`config.mk`:
```
export PLATFORM = sky130hd
export DESIGN_NAME = rqs_ram
export DESIGN_NICKNAME = d
export VERILOG_FILES = /design/src/hdl/rqs_ram.sv
export SDC_FILE = /design/constraint.sdc
export NUM_CORES = 1
export LEC_CHECK = 0
export ABC_AREA = 1
export ABC_CLOCK_PERIOD_IN_PS = 1700
export BUFFER_PORTS_ARGS = -buffer_cell sky130_fd_sc_hd__buf_2
export CAP_MARGIN = 20
export CELL_PAD_IN_SITES_DETAIL_PLACEMENT = 1
export CELL_PAD_IN_SITES_GLOBAL_PLACEMENT = 1
export CORE_AREA = 3 3 143 145
export CTS_BUF_LIST = sky130_fd_sc_hd__clkbuf_8
export CTS_CLUSTER_DIAMETER = 150
export DETAILED_ROUTE_END_ITERATION = 6
export DIE_AREA = 0 0 146 148
export GPL_ROUTABILITY_DRIVEN = 0
export PLACE_DENSITY_LB_ADDON = 0.1
export SLEW_MARGIN = 20
export SYNTH_ARGS = -nofsm -noshare
export SYNTH_HDL_FRONTEND = slang
export SYNTH_SLANG_ARGS = --single-unit
```
`constraint.sdc`:
```
create_clock -name clk -period 1.7 [get_ports clk]
set_clock_uncertainty 0.1 [all_clocks]
set_input_delay 0.34 -clock clk [delete_from_list [all_inputs] [get_ports clk]]
set_output_delay 0.34 -clock clk [all_outputs]
set_load 0.005 [all_outputs]
```
`src/hdl/rqs_ram.sv`:
```
// Generic single-port-write, single-port-read RAM with registered read data.
// No dependencies.
module rqs_ram #(
  parameter int WIDTH = 8,
  parameter int DEPTH = 16
) (
  input  logic                     clk,
  input  logic                     we,
  input  logic [$clog2(DEPTH)-1:0] waddr,
  input  logic [WIDTH-1:0]         wdata,
  input  logic [$clog2(DEPTH)-1:0] raddr,
  output logic [WIDTH-1:0]         rdata
);
  logic [WIDTH-1:0] mem [DEPTH];

  // Write port and registered read port.
  always_ff @(posedge clk) begin
    if (we) begin
      mem[waddr] <= wdata;
    end
    rdata <= mem[raddr];
  end
endmodule

```
# Word-level counts from Yosys, hierarchy flattened
# Memories as Yosys holds them, arrays and structs flattened. A register that Yosys moved wholly into a read port is not among the register bits.
# Index checks and enable logic that the tools add are counted.
# Widths: inputs -> output; s select.
[totals]
reg_bits = 0
latch_bits = 0
mem_bits_rw = 128
rom_bits = 0
input_bits = 18
out_inout_bits = 8
word_cells = 3
mem_count = 1
[op_classes]
addsub = 0
mul = 0
div = 0
magnitude_cmp = 0
n_eq_ne = 0
shift = 0
mux = 2
bitwise = 0
reduce_logical = 0
[memory_table]
columns = ["name", "depth", "word_bits", "rd", "rd_clocked_by_memory_dff", "write_ports", "line", "source"]
rows = [
  ["mem", 16, 8, 1, 1, 1, "14", "logic [WIDTH-1:0] mem [DEPTH];"],
]
[op_table]
columns = ["op", "count"]
rows = [
  ["$mux 1", 2],
]

# Longest topological paths before layout
[depth]
word_depth = 2
mapped_depth = 8
ltp_nobuf = 7

# Worst setup path before layout
# Ideal clock, no wire load.
[synth_path]
path_kind = "input to register"
startpoint = "in waddr[2]"
endpoint = "mem mem[10][0], enable pin"
setup_ps = 370
arrival_ps = 921
required_ps = 1230
slack_ps = 309
cell_stages = 2
path_buffers = 0
cell_sequence = "nand3b_1 nor2_1"
[synth_lines]
columns = ["item", "line", "source"]
rows = [
  ["start, declared", "9", "input logic [$clog2(DEPTH)-1:0] waddr,"],
  ["end, declared", "14", ""],
]
# Straight into the memory's write port.

# Worst setup path in the final report
[layout_path]
startpoint = "reg rdata[0] (read register of mem)"
endpoint = "out rdata[0]"
[layout_lines]
columns = ["item", "line", "source"]
rows = [
  ["start, declared", "12", "output logic [WIDTH-1:0] rdata"],
]
# No word-level cell between the ends.

==> summary.md <==
| Metric | Value |
|---|---|
| Logic pwr share | `7.2%` |
| Critical path's largest stage delay | `0.41 ns` |
| Total negative slack | `0 ns` |
| Metal1 wirelength | `7713 µm` |
| Post-synth top area share | `66.65%` |
| Least-Margin Pin Slew | `0.4489 ns` |
| Clock Power Share | `40.0%` |
| Clk sink count | `136` |
| Slew headroom | `70.07%` |
| Yosys warns | `0` |
| Sw Pwr | `0.001595 W` |
| Mapped Cells | `551` |
| Worst hold path class | `in2reg` |
| Max Slew Vio Count | `0` |
| GR Overflow Total | `0` |
| Fin util | `34.91%` |
| Initial core utilization | `29.83%` |
| Vias/cell | `4.400` |
| Top Layer Used | `met4` |
| Setup CP Type | `reg2out` |
| Avg Cell Area, Syn | `10.47 µm²` |
| Power Density | `1057 nW/µm²` |
| Top-count cell post-synth | `nand2_1` |
| Register share of total power | `52.8%` |
| Area post-placement | `6327 µm²` |
| Sequential element share of the synthesized area | `69.43%` |
| Post-Syn Area | `5767 µm²` |
| Die area | `21,610 µm²` |
| DRT iter0 DRCs | `212` |
| WP data required | `1.26 ns` |
| TritonCTS Buffers | `17` |
| Layout cell share with drive strength beyond 1 | `13.11%` |
| Top Family by Delay on Critical Path | `flip-flops` |
| Synth area leaders | `edfxtp_1 67%, nand2_1 11%, nand3_1 8.4%` |
| Total I/O pin count | `26` |
| DRT antenna net count | `0` |
| FF+latch count, synth | `136` |
| RSZ-0062 raised after global routing | `no` |
| Skew-Pair Late Insertion Delay | `0.44 ns` |
| Fillers | `2,158` |
| Die H | `148 µm` |
| Post-synth top area cell | `edfxtp_1` |
| P_int | `0.005543 W` |
| Area growth syn-to-layout | `17.05%` |
| CTS tree | `done` |
| FP Rows | `51` |
| Largest net degree at the start of global routing | `38` |
| Status | `finished clean` |
| R2R setup slack | `0.53 ns` |
| Core area | `19,330 µm²` |
| Metal2 WL | `7248 µm` |
| CTS max path bufs | `2` |
| Buf+Inv Stages, Crit Path | `1` |
| Drt total wl | `15,810 µm` |
| Input/output buffers | `25` |
| Most common library cells after synthesis | `173 x nand2_1, 128 x edfxtp_1, 100 x inv_1` |
| Hold_buf cts | `0` |
| Final instance area | `6750 µm²` |
| Distinct cell type count after synthesis | `12` |
| Main synth FF type | `edfxtp_1` |
| Initial DRT Pass Iterations | `4` |
| Postcts setup bufs | `0` |
| Overall Global Routing Usage | `15.38%` |
| Post-Syn Nets | `569` |
| Fin crit share | `84.18%` |
| Critical-path cell list | `buf_2` |
| Vias | `3,850` |
| Drt wl/cell | `18.07 µm` |
| Min cycle time layout | `1.431 ns` |
| Post-synth ARST share | `0%` |
| Global-route wire length before repair | `24,240 µm` |
| VDD IR-drop max | `0.0004684 V` |
| Final Hold Violating Endpoints | `0` |
| Crit end category | `output pin` |
| Die Wd | `146 µm` |
| Max-cap violation count | `0` |
| H-tree depth | `4` |
| Startpoint types | `flip-flop` |
| Met3 WL post-DR | `668 µm` |
| Root buffer cell | `clkbuf_8` |
| Antenna cells | `0` |
| Fmax | `0.6988 GHz` |
| Antenna violations before repair | `0` |
| Final nets | `615` |
| Clock Pin Slew Worst Setup and Hold Paths | `0.08 ns` |
| DRC violations left | `0` |
| CTS resizes | `0` |
| Post-DP HPWL | `9983 µm` |
| Slowest cell on the critical path | `dfxtp_1` |
| Critical path arrival | `0.99 ns` |
| Final setup viols | `0` |
| Vias in the first global route | `3,857` |
| Post-synth EDFFs | `128` |
| Leakage | `2.901 nW` |
| CP Max Fanout | `1` |
| Net switching fraction of the power | `22.34%` |
## through the flow
stage | cells | worst slack (ns) | hold WS [ns] | total power, W
after floorplan | 551 | 0.3092 | 0.3389 | 0.004103
after global placement | 843 | 0.1041 | 0.5582 | 0.004364
after detailed placement | 843 | 0.09063 | 0.5436 | 0.004372
after CTS | 875 | 0.2426 | 0.2029 | 0.007255
after global routing | 875 | 0.2177 | 0.2001 | 0.007456
final | 875 | 0.2689 | 0.2192 | 0.007138
## area by class of cell
class / instances / area (µm²) / share of cell area, %
inverter: 102 / 382.9 / 5.672
clock buffer: 19 / 261.5 / 3.874
timing repair buffer: 51 / 395.4 / 5.857
clock inverter: 13 / 161.4 / 2.391
tap: 265 / 331.6 / 4.912
sequential: 136 / 4004 / 59.31
multi-input combinational: 289 / 1214 / 17.98
## power groups by stage
stage | clock network [W] | registers (W) | logic, W
after floorplan | 0 | 0.00384 | 0.000264
after global placement | 0 | 0.00384 | 0.000521
after detailed placement | 0 | 0.00384 | 0.000528
after CTS | 0.00296 | 0.00377 | 0.000529
after global routing | 0.00310 | 0.00377 | 0.000577
final | 0.00286 | 0.00377 | 0.000512
## placed cells by master (no fill, tap or decap), drive strengths merged
cell,count
nand2,173
edfxtp,128
inv,105
nand3,97
buf,51
clkbuf,19
nor2,17
dfxtp,8
clkinv,5
bufinv,4
nand3b,2
clkinvlp,1
## cell families (layout without fill, tap and decap cells)
| family | count (synthesis) | in the layout | synth area share, % |
|---|---|---|---|
| buffers and inverters | 126 | 185 | 9.525 |
| and+or+nand+nor | 289 | 289 | 21.05 |
| DFF | 136 | 136 | 69.43 |
## path summary, 6_finish.rpt
check,start,cells past startpoint,endpoint
min,wdata[1],1,mem[3][1]$_DFFE_PP_
max,rdata[0]$_DFF_P_,1,rdata[0]
min reg2reg,mem[10][0]$_DFFE_PP_,6,rdata[0]$_DFF_P_
max reg2reg,mem[3][7]$_DFFE_PP_,6,rdata[7]$_DFF_P_
## sequential cells by signal, indices dropped and copies added, names as in the netlist
signal,flops
mem,128
rdata,8
## routing by layer
metal  vias up  track usage (%)
li1       1861                -
met1      1905            21.98
met2        71            23.54
met3        13            3.403
met4         0            4.657
met5         -                0
(Power assumes the default switching activity.)
